$ cat config.mk
export PLATFORM = sky130hd
export DESIGN_NAME = ring_line_checksum_stamper_core_flat
export DESIGN_NICKNAME = d
export VERILOG_FILES = /design/src/sv/rlcs_pkg.sv /design/src/sv/rlcs_in_if.sv /design/src/sv/rlcs_out_if.sv /design/src/sv/rlcs_cfg_if.sv /design/src/sv/ring_line_checksum_stamper_core.sv /design/src/sv/rlcs_front.sv /design/src/sv/rlcs_cmd_fifo.sv /design/src/sv/rlcs_back.sv /design/src/flat_wrapper.sv
export SDC_FILE = /design/constraint.sdc
export NUM_CORES = 1
export LEC_CHECK = 0
export BUFFER_PORTS_ARGS = -buffer_cell sky130_fd_sc_hd__buf_2
export CAP_MARGIN = 20
export CORE_MARGIN = 8
export CORE_UTILIZATION = 40
export CTS_CLUSTER_SIZE = 20
export DETAILED_ROUTE_END_ITERATION = 6
export PLACE_DENSITY = 0.6
export SLEW_MARGIN = 10
export SYNTH_ARGS = -nofsm -noshare
export SYNTH_HDL_FRONTEND = slang
export SYNTH_SLANG_ARGS = --single-unit
$ cat constraint.sdc
create_clock -name clk -period 11.4 [get_ports clk]
set_clock_uncertainty 0.1 [all_clocks]
set_input_delay 2.85 -clock clk [delete_from_list [all_inputs] [get_ports clk]]
set_output_delay 2.85 -clock clk [all_outputs]
set_load 0.1 [all_outputs]
$ cat src/sv/rlcs_pkg.sv
package rlcs_pkg;

  localparam int MAX_LINE_DEF = 255;
  localparam int ID_LEN_DEF   = 5;

  localparam int NODE_ID_W  = 40;
  localparam int WAIT_W     = 16;
  localparam int ID_EXT_W   = 64;
  localparam int CFG_IDX_W  = 1;
  localparam int CFG_DATA_W = NODE_ID_W;

  localparam logic [NODE_ID_W-1:0] NODE_ID_RST = 40'h4730345F30;
  localparam logic [WAIT_W-1:0]    WAIT_RST    = 16'd2000;

  localparam logic [CFG_IDX_W-1:0] CFG_NODE_ID = 1'b0;
  localparam logic [CFG_IDX_W-1:0] CFG_WAIT    = 1'b1;

  localparam logic [7:0] NL_CHAR  = 8'd10;
  localparam logic [7:0] SEP_CHAR = 8'd95;

  localparam int QDEPTH = 4;
  localparam int QAW    = 2;

  localparam logic CMD_BYTE  = 1'b0;
  localparam logic CMD_STAMP = 1'b1;

  typedef struct packed {
    logic       kind;
    logic [7:0] data;
    logic       to_ring;
    logic       last;
    logic       err;
  } cmd_t;

  typedef struct packed {
    logic halted;
    logic line_active;
    logic awaiting;
  } front_stat_t;

  function automatic logic [7:0] hex_char(input logic [3:0] v);
    hex_char = (v < 4'd10) ? (8'd48 + {4'd0, v}) : (8'd55 + {4'd0, v});
  endfunction

  function automatic logic [4:0] hex_val(input logic [7:0] c);
    logic [7:0] d;
    d = 8'd0;
    hex_val = 5'd0;
    if (c >= 8'd48 && c <= 8'd57) begin
      d = c - 8'd48;
      hex_val = {1'b1, d[3:0]};
    end else if (c >= 8'd65 && c <= 8'd70) begin
      d = c - 8'd55;
      hex_val = {1'b1, d[3:0]};
    end else if (c >= 8'd97 && c <= 8'd102) begin
      d = c - 8'd87;
      hex_val = {1'b1, d[3:0]};
    end
  endfunction

endpackage

$ cat src/sv/rlcs_in_if.sv
interface rlcs_in_if;
  logic       valid;
  logic       ready;
  logic       action;
  logic [7:0] rx_byte;
  logic       from_ring;

  modport source (output valid, action, rx_byte, from_ring, input ready);
  modport sink   (input valid, action, rx_byte, from_ring, output ready);
endinterface

$ cat src/sv/rlcs_out_if.sv
interface rlcs_out_if;
  logic       valid;
  logic       ready;
  logic [7:0] out_byte;
  logic       to_ring;
  logic       last;
  logic       checksum_error;

  modport source (output valid, out_byte, to_ring, last, checksum_error, input ready);
  modport sink   (input valid, out_byte, to_ring, last, checksum_error, output ready);
endinterface

$ cat src/sv/rlcs_cfg_if.sv
interface rlcs_cfg_if;
  logic                               valid;
  logic                               ready;
  logic [rlcs_pkg::CFG_IDX_W-1:0]     index;
  logic [rlcs_pkg::CFG_DATA_W-1:0]    data;

  modport source (output valid, index, data, input ready);
  modport sink   (input valid, index, data, output ready);
endinterface

$ cat src/sv/ring_line_checksum_stamper_core.sv
// Channel  Dir  Handshake          Payload
// in_ch    in   valid/ready        action, rx_byte, from_ring
// out_ch   out  valid/ready        out_byte, to_ring, last, checksum_error
// cfg_ch   in   valid/ready (=1)   index, data
//
// The front takes one item per cycle while the four-entry command queue has room.
// A host line end or re-stamped ring line drains as ID_LEN+4 bytes, one per cycle
// from the back while out_ch is ready; the front keeps taking items until the queue fills.
// With the queue empty, an accepted item is registered in the queue, then in the output register.
// Reset is synchronous; it clears line state, halt, queue and output valid.
// A stalled out_ch holds the output register and backs up the queue.
module ring_line_checksum_stamper_core #(
  parameter int MAX_LINE = rlcs_pkg::MAX_LINE_DEF,
  parameter int ID_LEN   = rlcs_pkg::ID_LEN_DEF
) (
  input  logic         clk,
  input  logic         rst_n,
  rlcs_in_if.sink      in_ch,
  rlcs_out_if.source   out_ch,
  rlcs_cfg_if.sink     cfg_ch
);

  localparam int LW = $clog2(MAX_LINE);
  localparam int SW = $clog2(ID_LEN + 4);

  logic [rlcs_pkg::NODE_ID_W-1:0] node_id_r;
  logic [rlcs_pkg::WAIT_W-1:0]    wait_ticks_r;
  logic                           in_accept;
  logic                           push;
  logic                           pop;
  logic                           empty;
  logic                           full;
  logic                           busy;
  logic [SW-1:0]                  seq;
  rlcs_pkg::cmd_t                 push_cmd;
  rlcs_pkg::cmd_t                 head;
  rlcs_pkg::front_stat_t          stat;

  assign cfg_ch.ready = 1'b1;
  assign in_ch.ready  = !full;
  assign in_accept    = in_ch.valid && in_ch.ready;

  always_ff @(posedge clk) begin
    if (!rst_n) begin
      node_id_r    <= rlcs_pkg::NODE_ID_RST;
      wait_ticks_r <= rlcs_pkg::WAIT_RST;
    end else if (cfg_ch.valid) begin
      case (cfg_ch.index)
        rlcs_pkg::CFG_NODE_ID: node_id_r <= cfg_ch.data;
        rlcs_pkg::CFG_WAIT:    wait_ticks_r <= cfg_ch.data[rlcs_pkg::WAIT_W-1:0];
        default: begin
        end
      endcase
    end
  end

  rlcs_front #(
    .MAX_LINE (MAX_LINE),
    .LW       (LW)
  ) u_front (
    .clk        (clk),
    .rst_n      (rst_n),
    .accept     (in_accept),
    .action     (in_ch.action),
    .rx_byte    (in_ch.rx_byte),
    .from_ring  (in_ch.from_ring),
    .wait_ticks (wait_ticks_r),
    .push       (push),
    .cmd        (push_cmd),
    .stat       (stat)
  );

  rlcs_cmd_fifo u_fifo (
    .clk      (clk),
    .rst_n    (rst_n),
    .push     (push),
    .push_cmd (push_cmd),
    .pop      (pop),
    .head     (head),
    .empty    (empty),
    .full     (full)
  );

  rlcs_back #(
    .ID_LEN (ID_LEN),
    .SW     (SW)
  ) u_back (
    .clk     (clk),
    .rst_n   (rst_n),
    .node_id (node_id_r),
    .head    (head),
    .empty   (empty),
    .pop     (pop),
    .busy    (busy),
    .seq     (seq),
    .out_ch  (out_ch)
  );

  a_push_room: assert property (@(posedge clk) disable iff (!rst_n)
    push |-> !full)
    else $error("command pushed into a full queue");

  a_halt_quiet: assert property (@(posedge clk) disable iff (!rst_n)
    stat.halted |-> (!stat.line_active && !stat.awaiting))
    else $error("halted with a line or return still open");

  a_halt_sticky: assert property (@(posedge clk) disable iff (!rst_n)
    stat.halted |=> stat.halted)
    else $error("halt cleared without reset");

  a_seq_range: assert property (@(posedge clk) disable iff (!rst_n)
    busy |-> (seq != '0 && seq <= SW'(ID_LEN + 3)))
    else $error("trailer sequence out of range");

  a_no_pop_busy: assert property (@(posedge clk) disable iff (!rst_n)
    busy |-> !pop)
    else $error("queue popped during a trailer");

endmodule

$ cat src/sv/rlcs_front.sv
module rlcs_front #(
  parameter int MAX_LINE = rlcs_pkg::MAX_LINE_DEF,
  parameter int LW       = $clog2(MAX_LINE)
) (
  input  logic                          clk,
  input  logic                          rst_n,
  input  logic                          accept,
  input  logic                          action,
  input  logic [7:0]                    rx_byte,
  input  logic                          from_ring,
  input  logic [rlcs_pkg::WAIT_W-1:0]   wait_ticks,
  output logic                          push,
  output rlcs_pkg::cmd_t                cmd,
  output rlcs_pkg::front_stat_t         stat
);

  logic                        line_active_r, line_active_nxt;
  logic                        line_is_ring_r, line_is_ring_nxt;
  logic                        awaiting_r, awaiting_nxt;
  logic [rlcs_pkg::WAIT_W-1:0] wait_count_r, wait_count_nxt;
  logic [7:0]                  held0_r, held0_nxt;
  logic [7:0]                  held1_r, held1_nxt;
  logic [1:0]                  held_count_r, held_count_nxt;
  logic [7:0]                  xor_r, xor_nxt;
  logic [LW-1:0]               len_r, len_nxt;
  logic                        halted_r, halted_nxt;

  always_comb begin
    logic          proceed;
    logic          term;
    logic [7:0]    xr;
    logic [LW-1:0] ln;
    logic [1:0]    hc;
    logic          dest;
    logic [4:0]    hv;
    logic [4:0]    lv;

    line_active_nxt  = line_active_r;
    line_is_ring_nxt = line_is_ring_r;
    awaiting_nxt     = awaiting_r;
    wait_count_nxt   = wait_count_r;
    held0_nxt        = held0_r;
    held1_nxt        = held1_r;
    held_count_nxt   = held_count_r;
    xor_nxt          = xor_r;
    len_nxt          = len_r;
    halted_nxt       = halted_r;
    push             = 1'b0;
    cmd              = '0;
    proceed          = 1'b0;
    term             = 1'b0;
    xr               = xor_r;
    ln               = len_r;
    hc               = held_count_r;
    dest             = !awaiting_r;
    hv               = rlcs_pkg::hex_val(held0_r);
    lv               = rlcs_pkg::hex_val(held1_r);

    if (accept && !halted_r) begin
      if (action) begin
        if (awaiting_r && !line_active_r) begin
          if (wait_count_r >= wait_ticks) begin
            awaiting_nxt = 1'b0;
          end else begin
            wait_count_nxt = wait_count_r + 1'b1;
          end
        end
      end else begin
        proceed = 1'b1;
        if (!line_active_r) begin
          if (awaiting_r && !from_ring) begin
            proceed = 1'b0;
          end else begin
            line_active_nxt  = 1'b1;
            line_is_ring_nxt = from_ring;
            xr               = 8'd0;
            ln               = '0;
            hc               = 2'd0;
          end
        end else if (from_ring != line_is_ring_r) begin
          proceed = 1'b0;
        end

        if (proceed) begin
          term = (rx_byte == rlcs_pkg::NL_CHAR) ||
                 (({1'b0, ln} + 1'b1) >= (LW+1)'(MAX_LINE));
          xor_nxt        = xr;
          len_nxt        = ln;
          held_count_nxt = hc;
          if (!line_is_ring_nxt) begin
            if (!term) begin
              push         = 1'b1;
              cmd.kind     = rlcs_pkg::CMD_BYTE;
              cmd.data     = rx_byte;
              cmd.to_ring  = 1'b1;
              xor_nxt      = xr ^ rx_byte;
              len_nxt      = ln + 1'b1;
            end else begin
              push            = 1'b1;
              cmd.kind        = rlcs_pkg::CMD_STAMP;
              cmd.data        = xr;
              cmd.to_ring     = 1'b1;
              line_active_nxt = 1'b0;
              awaiting_nxt    = 1'b1;
              wait_count_nxt  = '0;
            end
          end else if (!term) begin
            len_nxt = ln + 1'b1;
            if (hc >= 2'd2) begin
              push        = 1'b1;
              cmd.kind    = rlcs_pkg::CMD_BYTE;
              cmd.data    = held0_r;
              cmd.to_ring = dest;
              xor_nxt     = xr ^ held0_r;
              held0_nxt   = held1_r;
              held1_nxt   = rx_byte;
            end else begin
              if (hc == 2'd0) begin
                held0_nxt = rx_byte;
              end else begin
                held1_nxt = rx_byte;
              end
              held_count_nxt = hc + 2'd1;
            end
          end else begin
            push            = 1'b1;
            line_active_nxt = 1'b0;
            held_count_nxt  = 2'd0;
            if (hc < 2'd2 || !hv[4] || !lv[4] || {hv[3:0], lv[3:0]} != xr) begin
              cmd.kind     = rlcs_pkg::CMD_BYTE;
              cmd.err      = 1'b1;
              halted_nxt   = 1'b1;
              awaiting_nxt = 1'b0;
            end else if (awaiting_r) begin
              cmd.kind     = rlcs_pkg::CMD_BYTE;
              cmd.data     = rlcs_pkg::NL_CHAR;
              cmd.last     = 1'b1;
              awaiting_nxt = 1'b0;
            end else begin
              cmd.kind    = rlcs_pkg::CMD_STAMP;
              cmd.data    = xr;
              cmd.to_ring = 1'b1;
            end
          end
        end
      end
    end
  end

  always_ff @(posedge clk) begin
    if (!rst_n) begin
      line_active_r  <= 1'b0;
      line_is_ring_r <= 1'b0;
      awaiting_r     <= 1'b0;
      wait_count_r   <= '0;
      held0_r        <= 8'd0;
      held1_r        <= 8'd0;
      held_count_r   <= 2'd0;
      xor_r          <= 8'd0;
      len_r          <= '0;
      halted_r       <= 1'b0;
    end else begin
      line_active_r  <= line_active_nxt;
      line_is_ring_r <= line_is_ring_nxt;
      awaiting_r     <= awaiting_nxt;
      wait_count_r   <= wait_count_nxt;
      held0_r        <= held0_nxt;
      held1_r        <= held1_nxt;
      held_count_r   <= held_count_nxt;
      xor_r          <= xor_nxt;
      len_r          <= len_nxt;
      halted_r       <= halted_nxt;
    end
  end

  assign stat.halted      = halted_r;
  assign stat.line_active = line_active_r;
  assign stat.awaiting    = awaiting_r;

endmodule

$ cat src/sv/rlcs_cmd_fifo.sv
module rlcs_cmd_fifo (
  input  logic           clk,
  input  logic           rst_n,
  input  logic           push,
  input  rlcs_pkg::cmd_t push_cmd,
  input  logic           pop,
  output rlcs_pkg::cmd_t head,
  output logic           empty,
  output logic           full
);

  rlcs_pkg::cmd_t               mem_r [rlcs_pkg::QDEPTH];
  logic [rlcs_pkg::QAW-1:0]     wr_ptr_r, wr_ptr_nxt;
  logic [rlcs_pkg::QAW-1:0]     rd_ptr_r, rd_ptr_nxt;
  logic [rlcs_pkg::QAW:0]       count_r, count_nxt;
  logic                         do_push;
  logic                         do_pop;

  assign empty   = (count_r == '0);
  assign full    = (count_r == (rlcs_pkg::QAW+1)'(rlcs_pkg::QDEPTH));
  assign do_push = push && !full;
  assign do_pop  = pop && !empty;
  assign head    = mem_r[rd_ptr_r];

  always_comb begin
    wr_ptr_nxt = do_push ? wr_ptr_r + 1'b1 : wr_ptr_r;
    rd_ptr_nxt = do_pop ? rd_ptr_r + 1'b1 : rd_ptr_r;
    count_nxt  = count_r;
    if (do_push && !do_pop) begin
      count_nxt = count_r + 1'b1;
    end else if (do_pop && !do_push) begin
      count_nxt = count_r - 1'b1;
    end
  end

  always_ff @(posedge clk) begin
    if (do_push) begin
      mem_r[wr_ptr_r] <= push_cmd;
    end
  end

  always_ff @(posedge clk) begin
    if (!rst_n) begin
      wr_ptr_r <= '0;
      rd_ptr_r <= '0;
      count_r  <= '0;
    end else begin
      wr_ptr_r <= wr_ptr_nxt;
      rd_ptr_r <= rd_ptr_nxt;
      count_r  <= count_nxt;
    end
  end

endmodule

$ cat src/sv/rlcs_back.sv
module rlcs_back #(
  parameter int ID_LEN = rlcs_pkg::ID_LEN_DEF,
  parameter int SW     = $clog2(ID_LEN + 4),
  parameter int KW     = (ID_LEN > 1) ? $clog2(ID_LEN) : 1
) (
  input  logic                             clk,
  input  logic                             rst_n,
  input  logic [rlcs_pkg::NODE_ID_W-1:0]   node_id,
  input  rlcs_pkg::cmd_t                   head,
  input  logic                             empty,
  output logic                             pop,
  output logic                             busy,
  output logic [SW-1:0]                    seq,
  rlcs_out_if.source                       out_ch
);

  localparam logic [SW-1:0] SEQ_HI   = SW'(ID_LEN + 1);
  localparam logic [SW-1:0] SEQ_LO   = SW'(ID_LEN + 2);
  localparam logic [SW-1:0] SEQ_LAST = SW'(ID_LEN + 3);

  logic                          out_valid_r, out_valid_nxt;
  logic [7:0]                    out_byte_r, out_byte_nxt;
  logic                          to_ring_r, to_ring_nxt;
  logic                          last_r, last_nxt;
  logic                          err_r, err_nxt;
  logic                          busy_r, busy_nxt;
  logic [SW-1:0]                 seq_r, seq_nxt;
  logic [7:0]                    sum_r, sum_nxt;
  logic [rlcs_pkg::ID_EXT_W-1:0] id_ext;
  logic [7:0]                    id_chars [ID_LEN];
  logic [7:0]                    id_xor;
  logic [SW-1:0]                 k_full;
  logic                          adv;

  assign id_ext = rlcs_pkg::ID_EXT_W'(node_id);
  assign k_full = seq_r - 1'b1;
  assign adv    = !out_valid_r || out_ch.ready;

  always_comb begin
    id_xor = 8'd0;
    for (int k = 0; k < ID_LEN; k++) begin
      id_chars[k] = id_ext[8*(ID_LEN-1-k) +: 8];
      id_xor      = id_xor ^ id_chars[k];
    end
  end

  always_comb begin
    out_valid_nxt = out_valid_r;
    out_byte_nxt  = out_byte_r;
    to_ring_nxt   = to_ring_r;
    last_nxt      = last_r;
    err_nxt       = err_r;
    busy_nxt      = busy_r;
    seq_nxt       = seq_r;
    sum_nxt       = sum_r;
    pop           = 1'b0;
    if (adv) begin
      if (busy_r) begin
        out_valid_nxt = 1'b1;
        to_ring_nxt   = 1'b1;
        last_nxt      = 1'b0;
        err_nxt       = 1'b0;
        seq_nxt       = seq_r + 1'b1;
        if (seq_r == SEQ_HI) begin
          out_byte_nxt = rlcs_pkg::hex_char(sum_r[7:4]);
        end else if (seq_r == SEQ_LO) begin
          out_byte_nxt = rlcs_pkg::hex_char(sum_r[3:0]);
        end else if (seq_r == SEQ_LAST) begin
          out_byte_nxt = rlcs_pkg::NL_CHAR;
          last_nxt     = 1'b1;
          busy_nxt     = 1'b0;
        end else begin
          out_byte_nxt = id_chars[k_full[KW-1:0]];
        end
      end else if (!empty) begin
        pop           = 1'b1;
        out_valid_nxt = 1'b1;
        case (head.kind)
          rlcs_pkg::CMD_STAMP: begin
            out_byte_nxt = rlcs_pkg::SEP_CHAR;
            to_ring_nxt  = 1'b1;
            last_nxt     = 1'b0;
            err_nxt      = 1'b0;
            busy_nxt     = 1'b1;
            seq_nxt      = SW'(1);
            sum_nxt      = head.data ^ rlcs_pkg::SEP_CHAR ^ id_xor;
          end
          default: begin
            out_byte_nxt = head.data;
            to_ring_nxt  = head.to_ring;
            last_nxt     = head.last;
            err_nxt      = head.err;
          end
        endcase
      end else begin
        out_valid_nxt = 1'b0;
      end
    end
  end

  always_ff @(posedge clk) begin
    if (!rst_n) begin
      out_valid_r <= 1'b0;
      busy_r      <= 1'b0;
      seq_r       <= '0;
    end else begin
      out_valid_r <= out_valid_nxt;
      busy_r      <= busy_nxt;
      seq_r       <= seq_nxt;
    end
  end

  always_ff @(posedge clk) begin
    out_byte_r <= out_byte_nxt;
    to_ring_r  <= to_ring_nxt;
    last_r     <= last_nxt;
    err_r      <= err_nxt;
    sum_r      <= sum_nxt;
  end

  assign busy                  = busy_r;
  assign seq                   = seq_r;
  assign out_ch.valid          = out_valid_r;
  assign out_ch.out_byte       = out_byte_r;
  assign out_ch.to_ring        = to_ring_r;
  assign out_ch.last           = last_r;
  assign out_ch.checksum_error = err_r;

endmodule
$ cat src/flat_wrapper.sv
// flat-port wrapper written by rule: the top's interface ports become plain ports
module ring_line_checksum_stamper_core_flat 
#(
  parameter int MAX_LINE = rlcs_pkg::MAX_LINE_DEF,
  parameter int ID_LEN   = rlcs_pkg::ID_LEN_DEF
)
  (clk, rst_n, in_ch_valid, in_ch_action, in_ch_rx_byte, in_ch_from_ring, in_ch_ready, out_ch_valid, out_ch_out_byte, out_ch_to_ring, out_ch_last, out_ch_checksum_error, out_ch_ready, cfg_ch_valid, cfg_ch_index, cfg_ch_data, cfg_ch_ready);
  rlcs_in_if in_ch_i ();
  rlcs_out_if out_ch_i ();
  rlcs_cfg_if cfg_ch_i ();
  input  logic clk;
  input  logic rst_n;
  input wire logic [$bits(in_ch_i.valid)-1:0] in_ch_valid;
  input wire logic [$bits(in_ch_i.action)-1:0] in_ch_action;
  input wire logic [$bits(in_ch_i.rx_byte)-1:0] in_ch_rx_byte;
  input wire logic [$bits(in_ch_i.from_ring)-1:0] in_ch_from_ring;
  output wire logic [$bits(in_ch_i.ready)-1:0] in_ch_ready;
  output wire logic [$bits(out_ch_i.valid)-1:0] out_ch_valid;
  output wire logic [$bits(out_ch_i.out_byte)-1:0] out_ch_out_byte;
  output wire logic [$bits(out_ch_i.to_ring)-1:0] out_ch_to_ring;
  output wire logic [$bits(out_ch_i.last)-1:0] out_ch_last;
  output wire logic [$bits(out_ch_i.checksum_error)-1:0] out_ch_checksum_error;
  input wire logic [$bits(out_ch_i.ready)-1:0] out_ch_ready;
  input wire logic [$bits(cfg_ch_i.valid)-1:0] cfg_ch_valid;
  input wire logic [$bits(cfg_ch_i.index)-1:0] cfg_ch_index;
  input wire logic [$bits(cfg_ch_i.data)-1:0] cfg_ch_data;
  output wire logic [$bits(cfg_ch_i.ready)-1:0] cfg_ch_ready;
  assign in_ch_i.valid = in_ch_valid;
  assign in_ch_i.action = in_ch_action;
  assign in_ch_i.rx_byte = in_ch_rx_byte;
  assign in_ch_i.from_ring = in_ch_from_ring;
  assign in_ch_ready = in_ch_i.ready;
  assign out_ch_valid = out_ch_i.valid;
  assign out_ch_out_byte = out_ch_i.out_byte;
  assign out_ch_to_ring = out_ch_i.to_ring;
  assign out_ch_last = out_ch_i.last;
  assign out_ch_checksum_error = out_ch_i.checksum_error;
  assign out_ch_i.ready = out_ch_ready;
  assign cfg_ch_i.valid = cfg_ch_valid;
  assign cfg_ch_i.index = cfg_ch_index;
  assign cfg_ch_i.data = cfg_ch_data;
  assign cfg_ch_ready = cfg_ch_i.ready;
  ring_line_checksum_stamper_core #(.MAX_LINE(MAX_LINE), .ID_LEN(ID_LEN)) u_core (.clk(clk), .rst_n(rst_n), .in_ch(in_ch_i), .out_ch(out_ch_i), .cfg_ch(cfg_ch_i));
endmodule
### Word level (Yosys, flattened, before mapping)

Memory sizes are Yosys's and may differ from the RTL's. A register that Yosys moved wholly into a read port is not among the register bits.
Cells that the tools add are included.

* $add $sub $neg: 20
* magnitude comparators: 19
* equality and inequality tests: 13
* mux-type cells: 116
* bitwise operators: 14
* reductions and logical operators: 49

Operators with widths (number)
* $mux 8: 25
* $mux 16: 6
* $xor 8x8->8: 7
* $mux 1: 51
* $mux 10: 4
* $mux 12: 3
* $ge 8x7->1 const B: 4
* $le 8x7->1 const B: 4
* $mux 5: 6
* $add 6x4->7 const A: 4
* $bmux 8 s3: 1
* $reduce_and 6->1: 4
* $mux 2: 11
* $mux 9: 2
* $add 16x1->16 const B: 1
* $ge 16x16->1: 1
* $ge 8x6->1 const B: 2
* $le 8x6->1 const B: 2
* $sub 4x3->4 const B: 4
* $logic_and 1x1->1: 14
* $mux 7: 2
* $mux 4: 3
* $logic_not 1->1: 11
* $reduce_bool 2->1: 5
* other kinds (31): 54

* flip-flop bits (word level): 142
* bits in writable memories: 48
* input port bits: 56
* output and inout port bits: 14
* word-level logic and storage cells: 255
* memories kept: 1

Memories
* u_core.u_fifo.mem_r: words 4, bits a word 12, rd ports 1, clocked after Yosys merged registers in 1, wr ports 1, line rlcs_cmd_fifo.sv:12 `rlcs_pkg::cmd_t mem_r [rlcs_pkg::QDEPTH];`

### Logic depth before layout (Yosys ltp)

* depth in word-level cells: 19
* mapped depth: 18
* gate-level depth less buffers: 15

### Cells and area by module

A second synthesis with hierarchy kept.

* cells, all modules: 1117
* area total of the unflattened synthesis: 11039.3 um^2

By module, submodules not included
* rlcs_front: instances 1, cells each 569, area an instance 4501.8 um^2, seq. area each 1081.0 um^2
* ring_line_checksum_stamper_core: instances 1, cells each 246, area an instance 2283.4 um^2, seq. area each 1121.1 um^2
* rlcs_cmd_fifo: instances 1, cells each 110, area an instance 2217.1 um^2, seq. area each 1621.6 um^2
* rlcs_back: instances 1, cells each 192, area an instance 2037.0 um^2, seq. area each 690.7 um^2

### Worst setup path after synthesis

Ideal clock, no wire load.

* path type: input-to-reg
* from: input in_ch_from_ring
* to: register u_core.u_fifo.count_r[2] in the netlist's numbering
* library setup time: 70 ps
* arrival time: 6781 ps
* data required time: 11230 ps
* path slack: 4449 ps
* cell stages on the path: 17
* buffers on the path: 2
* cell sequence: nor2b_1 > or2_1 > clkbuf_1 > and2_1 > ha_1 > nand3_1 > or3_1 > a221oi_1 > a31oi_1 > buf_2 > a31oi_4 > ha_1 > inv_1 > fa_1 > xor2_1 > or3_1 > a21oi_1

* cells in the longest elaborated chain, start to end: 18
* elaborated cells between the ends (all ways): 36
* those cells by class: add/sub: 1; order compare: 2; eq/ne: 1; mux: 24; reduce/logical: 8

Ends and longest elaborated chain
* start: declaration: line flat_wrapper.sv:16 `input wire logic [$bits(in_ch_i.from_ring)-1:0] in_ch_from_ring;`
* $logic_not 1->1: line rlcs_front.sv:71 `if (awaiting_r && !from_ring) begin`
* $logic_and 1x1->1: line rlcs_front.sv:71
* $mux 8: line rlcs_front.sv:71
* $mux 8: line rlcs_front.sv:70 `if (!line_active_r) begin`
* $mux 8: line rlcs_front.sv:60 `if (action) begin`
* $mux 8: line rlcs_front.sv:59 `if (accept && !halted_r) begin`
* $add 8x1->9: line rlcs_front.sv:86 `(({1'b0, ln} + 1'b1) >= (LW+1)'(MAX_LINE));`
* $ge 9x8->1: line rlcs_front.sv:86
* (+3 left out)
* $mux 1 *: line rlcs_front.sv:84 `if (proceed) begin`
* $mux 1 *: line rlcs_front.sv:60
* $mux 1 *: line rlcs_front.sv:59
* $logic_and 1x1->1 *: line rlcs_cmd_fifo.sv:21 `assign do_push = push && !full;`
* net u_core.u_fifo.do_push: line rlcs_cmd_fifo.sv:16 `logic do_push;`
* $logic_not 1->1: line rlcs_cmd_fifo.sv:31 `end else if (do_pop && !do_push) begin`
* $logic_and 1x1->1: line rlcs_cmd_fifo.sv:31
* $reduce_bool 2->1 (no source line)
* end signal: assignment: line rlcs_cmd_fifo.sv:50 `count_r <= count_nxt;`
* end: declaration: line rlcs_cmd_fifo.sv:15 `logic [rlcs_pkg::QAW:0] count_r, count_nxt;`

The timed path passes the listed nets; every way through them passes the cells marked *. The select of a mux whose other input is x is not followed.
A chain may end at the register's enable or synchronous reset.

### Worst setup path in the final report

Ends and elaborated chain as after synthesis.

==> out/qor.txt <==
Routed length per instance -> 17.1 um
Row cnt -> 58
Number of synthesized flops with an enable pin -> 67
Multi-input logic area -> 5390 sq um
Yosys reg bits -> 192
CP startpoint kind -> input port
Crit path time final -> 7030 ps
Post-synthesis xor/xnor area fraction -> 5.43%
Multiplexer share of the synthesized area -> 5.71%
Max clock buf depth -> 2
Worst Reg-to-Reg Cells -> 15
CP Capture Type -> flip-flop
Sum of negative setup slack -> 0 ps
Most common library cell in the layout ignoring fill and taps -> nand2_1
Slew HR -> 30.3%
Final Hold Fails -> 0
IO buf count -> 68
Critical Path AT -> 7290 ps
Distinct cells, synth -> 77
Register area -> 4510 sq um
DRT Wirelength -> 25.5 mm
H-Tree Level Count -> 4
Pins Over Slew Limit -> 0
Adder-cell area share of the yosys netlist -> 4.68%
WHS -> 353 ps
Syn Std Cell Area -> 10,300 sq um
Vias/cell -> 5.44
Syn Nets -> 1,216
Pre-CTS setup slack -> 3920 ps
GPL Wtd Cong -> 0.873
Root buffer cell -> clkbuf_16
CTS buffer count -> 17
Vias post-DR -> 8,129
CP Max Fanout -> 13
Skew-Pair Late Insertion Delay -> 440 ps
# nets final -> 1,247
Synthesis-to-layout area growth -> 10.8%
Largest family of logic cells by synthesized area -> simple AND/OR/NAND/NOR gates
Fin crit share -> 61.7%
Setup WS post-layout -> 4370 ps
WL met2 -> 12.1 mm
Pleak -> 0.00429 uW
Hold path depth -> 2
Worst-Margin Slew -> 1050 ps
Fraction of layout cells with a size suffix above 1 -> 12.6%
First-pass GRT wire length -> 41.4 mm
CTS tree -> yes
Most frequent cells in the layout -> 189 x nand2_1, 125 x dfxtp_1, 100 x a21oi_1
Die ar. -> 31,200 sq um
Total grt overflow -> 0
Routed wl met3 -> 1.01 mm
Synth Area in Compound Gates -> 17.0%
Vias in the first global route -> 7,752
IO Pins -> 70
Max layer used -> met4
Post-CTS Setup Bufs -> 0
Worst vdd ir -> 0.223 mV
Drt first-iter violations -> 642
Clock Sinks -> 192
Worst EP required -> 11,660 ps
Post-CTS Hold Buffers -> 0
Die Span Y -> 177 um
Largest net degree at the start of global routing -> 53
HP Class -> flip-flop to flip-flop
Post-Route M1 WL -> 12.0 mm
Syn Inst Count -> 1,122
Clk slew on worst S/H paths -> 70 ps
Die W -> 177 um
Post-route ant nets -> 0
Cell Pwr Density -> 183 nW/um^2
Core Region -> 25,300 sq um
# setup viols final -> 0
RSZ-0062 raised after global routing -> no
Initial antenna violation count -> 0
GRT Overall Usage -> 16.4%
Setup Crit Path Kind -> input port to flip-flop
Post-synth ARST share -> 0%
Max frequency -> 142 MHz
Status -> completed
Mapped Avg Cell Area -> 9.19 sq um
Hpwl dp -> 18.2 mm
Top FF cell, synth -> dfxtp_1
CTS resizes -> 0
Synth Area in Simple Gates -> 19.2%
Initial Util -> 40.8%
Diode count -> 0
Max_cap viols -> 0
Total power -> 2090 uW
DRC -> 0
Fillers -> 2,449
Sequential share of the synthesized area -> 43.8%
TritonRoute pass-1 iters -> 5
Flop-to-flop setup slack -> 6340 ps
Yosys warns -> 0
## cells in the mapped netlist (4+ instances only)
master | n | area, sq um
nor2_1 | 52 | 195
a22o_1 | 5 | 43.8
nand2b_1 | 10 | 62.6
nand3_1 | 49 | 245
buf_2 | 7 | 35.0
o21a_1 | 6 | 45.0
a211oi_1 | 14 | 105
nor2b_1 | 14 | 87.6
o2111ai_1 | 5 | 43.8
edfxtp_1 | 67 | 2010
nand4_1 | 11 | 68.8
mux4_2 | 19 | 428
nor3b_1 | 6 | 45.0
or3_1 | 18 | 113
o22ai_1 | 8 | 50.1
a311oi_2 | 4 | 60.1
dfxtp_1 | 125 | 2500
xor2_1 | 12 | 105
ha_1 | 37 | 463
o21ai_0 | 47 | 235
clkbuf_1 | 51 | 191
nand2_1 | 189 | 709
o211ai_1 | 12 | 90.1
a21oi_1 | 100 | 500
nor3_1 | 15 | 75.1
and3_1 | 13 | 81.3
mux2i_1 | 15 | 150
buf_1 | 6 | 22.5
a22oi_1 | 6 | 45.0
a31oi_1 | 11 | 68.8
a21o_1 | 8 | 60.1
xnor2_1 | 52 | 455
and2_1 | 12 | 75.1
o31ai_1 | 7 | 52.6
o21ai_1 | 7 | 35.0
inv_1 | 44 | 165
## final cells by class
type / instances / share of cell area, %
Sequential cell: 192 / 39.5
Timing Repair Buffer: 77 / 3.57
Tap cell: 330 / 3.61
Clock buffer: 17 / 3.72
Multi-Input combinational cell: 820 / 47.2
Inverter: 45 / 1.48
Clock inverter: 14 / 0.952
## final timing paths
check,start,end
max,in_ch_from_ring,u_core.u_fifo.count_r[2]$_SDFFE_PN0P_
min,u_core.u_front.held_count_r[0]$_SDFFE_PN0P_,u_core.u_front.held_count_r[0]$_SDFFE_PN0P_
max reg2reg,u_core.u_front.awaiting_r$_SDFFE_PN0P_,u_core.u_fifo.count_r[2]$_SDFFE_PN0P_
min reg2reg,u_core.u_front.held_count_r[0]$_SDFFE_PN0P_,u_core.u_front.held_count_r[0]$_SDFFE_PN0P_
## state kept, by name (all words and copies together) (netlist names), 2 cells and up, named ones only
| name | cells |
|---|---|
| u_core.node_id_r | 40 |
| u_core.u_fifo.rd_ptr_r | 2 |
| u_core.u_front.held_count_r | 2 |
| u_core.u_fifo.wr_ptr_r | 2 |
| u_core.u_front.held0_r | 8 |
| u_core.u_fifo.count_r | 3 |
| u_core.wait_ticks_r | 16 |
| u_core.u_front.wait_count_r | 16 |
| u_core.u_back.seq | 4 |
| u_core.u_front.len_r | 8 |
| u_core.u_fifo.mem_r | 48 |
| u_core.u_front.xor_r | 8 |
| u_core.u_back.out_ch.out_byte | 8 |
| u_core.u_front.held1_r | 8 |
| u_core.u_back.sum_r | 8 |
## kinds of logic (layout without fill, tap and decap cells)
kind of cell    count (synthesis)  count (layout)
compound gates                270             270
xor+xnor                       64              64
fa+ha+maj                      38              38
buf+inv                       110             153
flops                         192             192
mux                            35              35
other cells                     1               1
simple gates                  412             412
## per-stage QoR
step                std cells  area (sq um)  utilization [%]
finish                   1495         11400             45.3
global route             1495         11400             45.3
CTS                      1495         11400             45.2
detailed placement       1464         10900             43.1
global placement         1464         10900             43.1
floorplan                1122         10300                -
## per-layer routing
layer	up-vias	track usage, %
met5	-	0
met4	0	4.90
met3	26	3.38
met2	154	26.0
met1	3868	22.1
li1	4081	-
## report_power, final
part	internal, uW	total (uW)	switching (uW)
clock	283	557	274
sequential	800	875	75.2
combinational	215	658	443
## worst max-delay path, stage by stage
cell and delay, ps:
buf_2 140, nor2b_1 420, or2_1 450, and2_1 230
ha_1 290, nand3_1 170, or3_1 350, a221oi_1 490
a31oi_2 190, a31oi_4 330, ha_1 240, inv_1 70
fa_1 430, xor2_1 180, or3_1 310, a21oi_1 140
No activity file was read; power rests on OpenSTA's default activity.
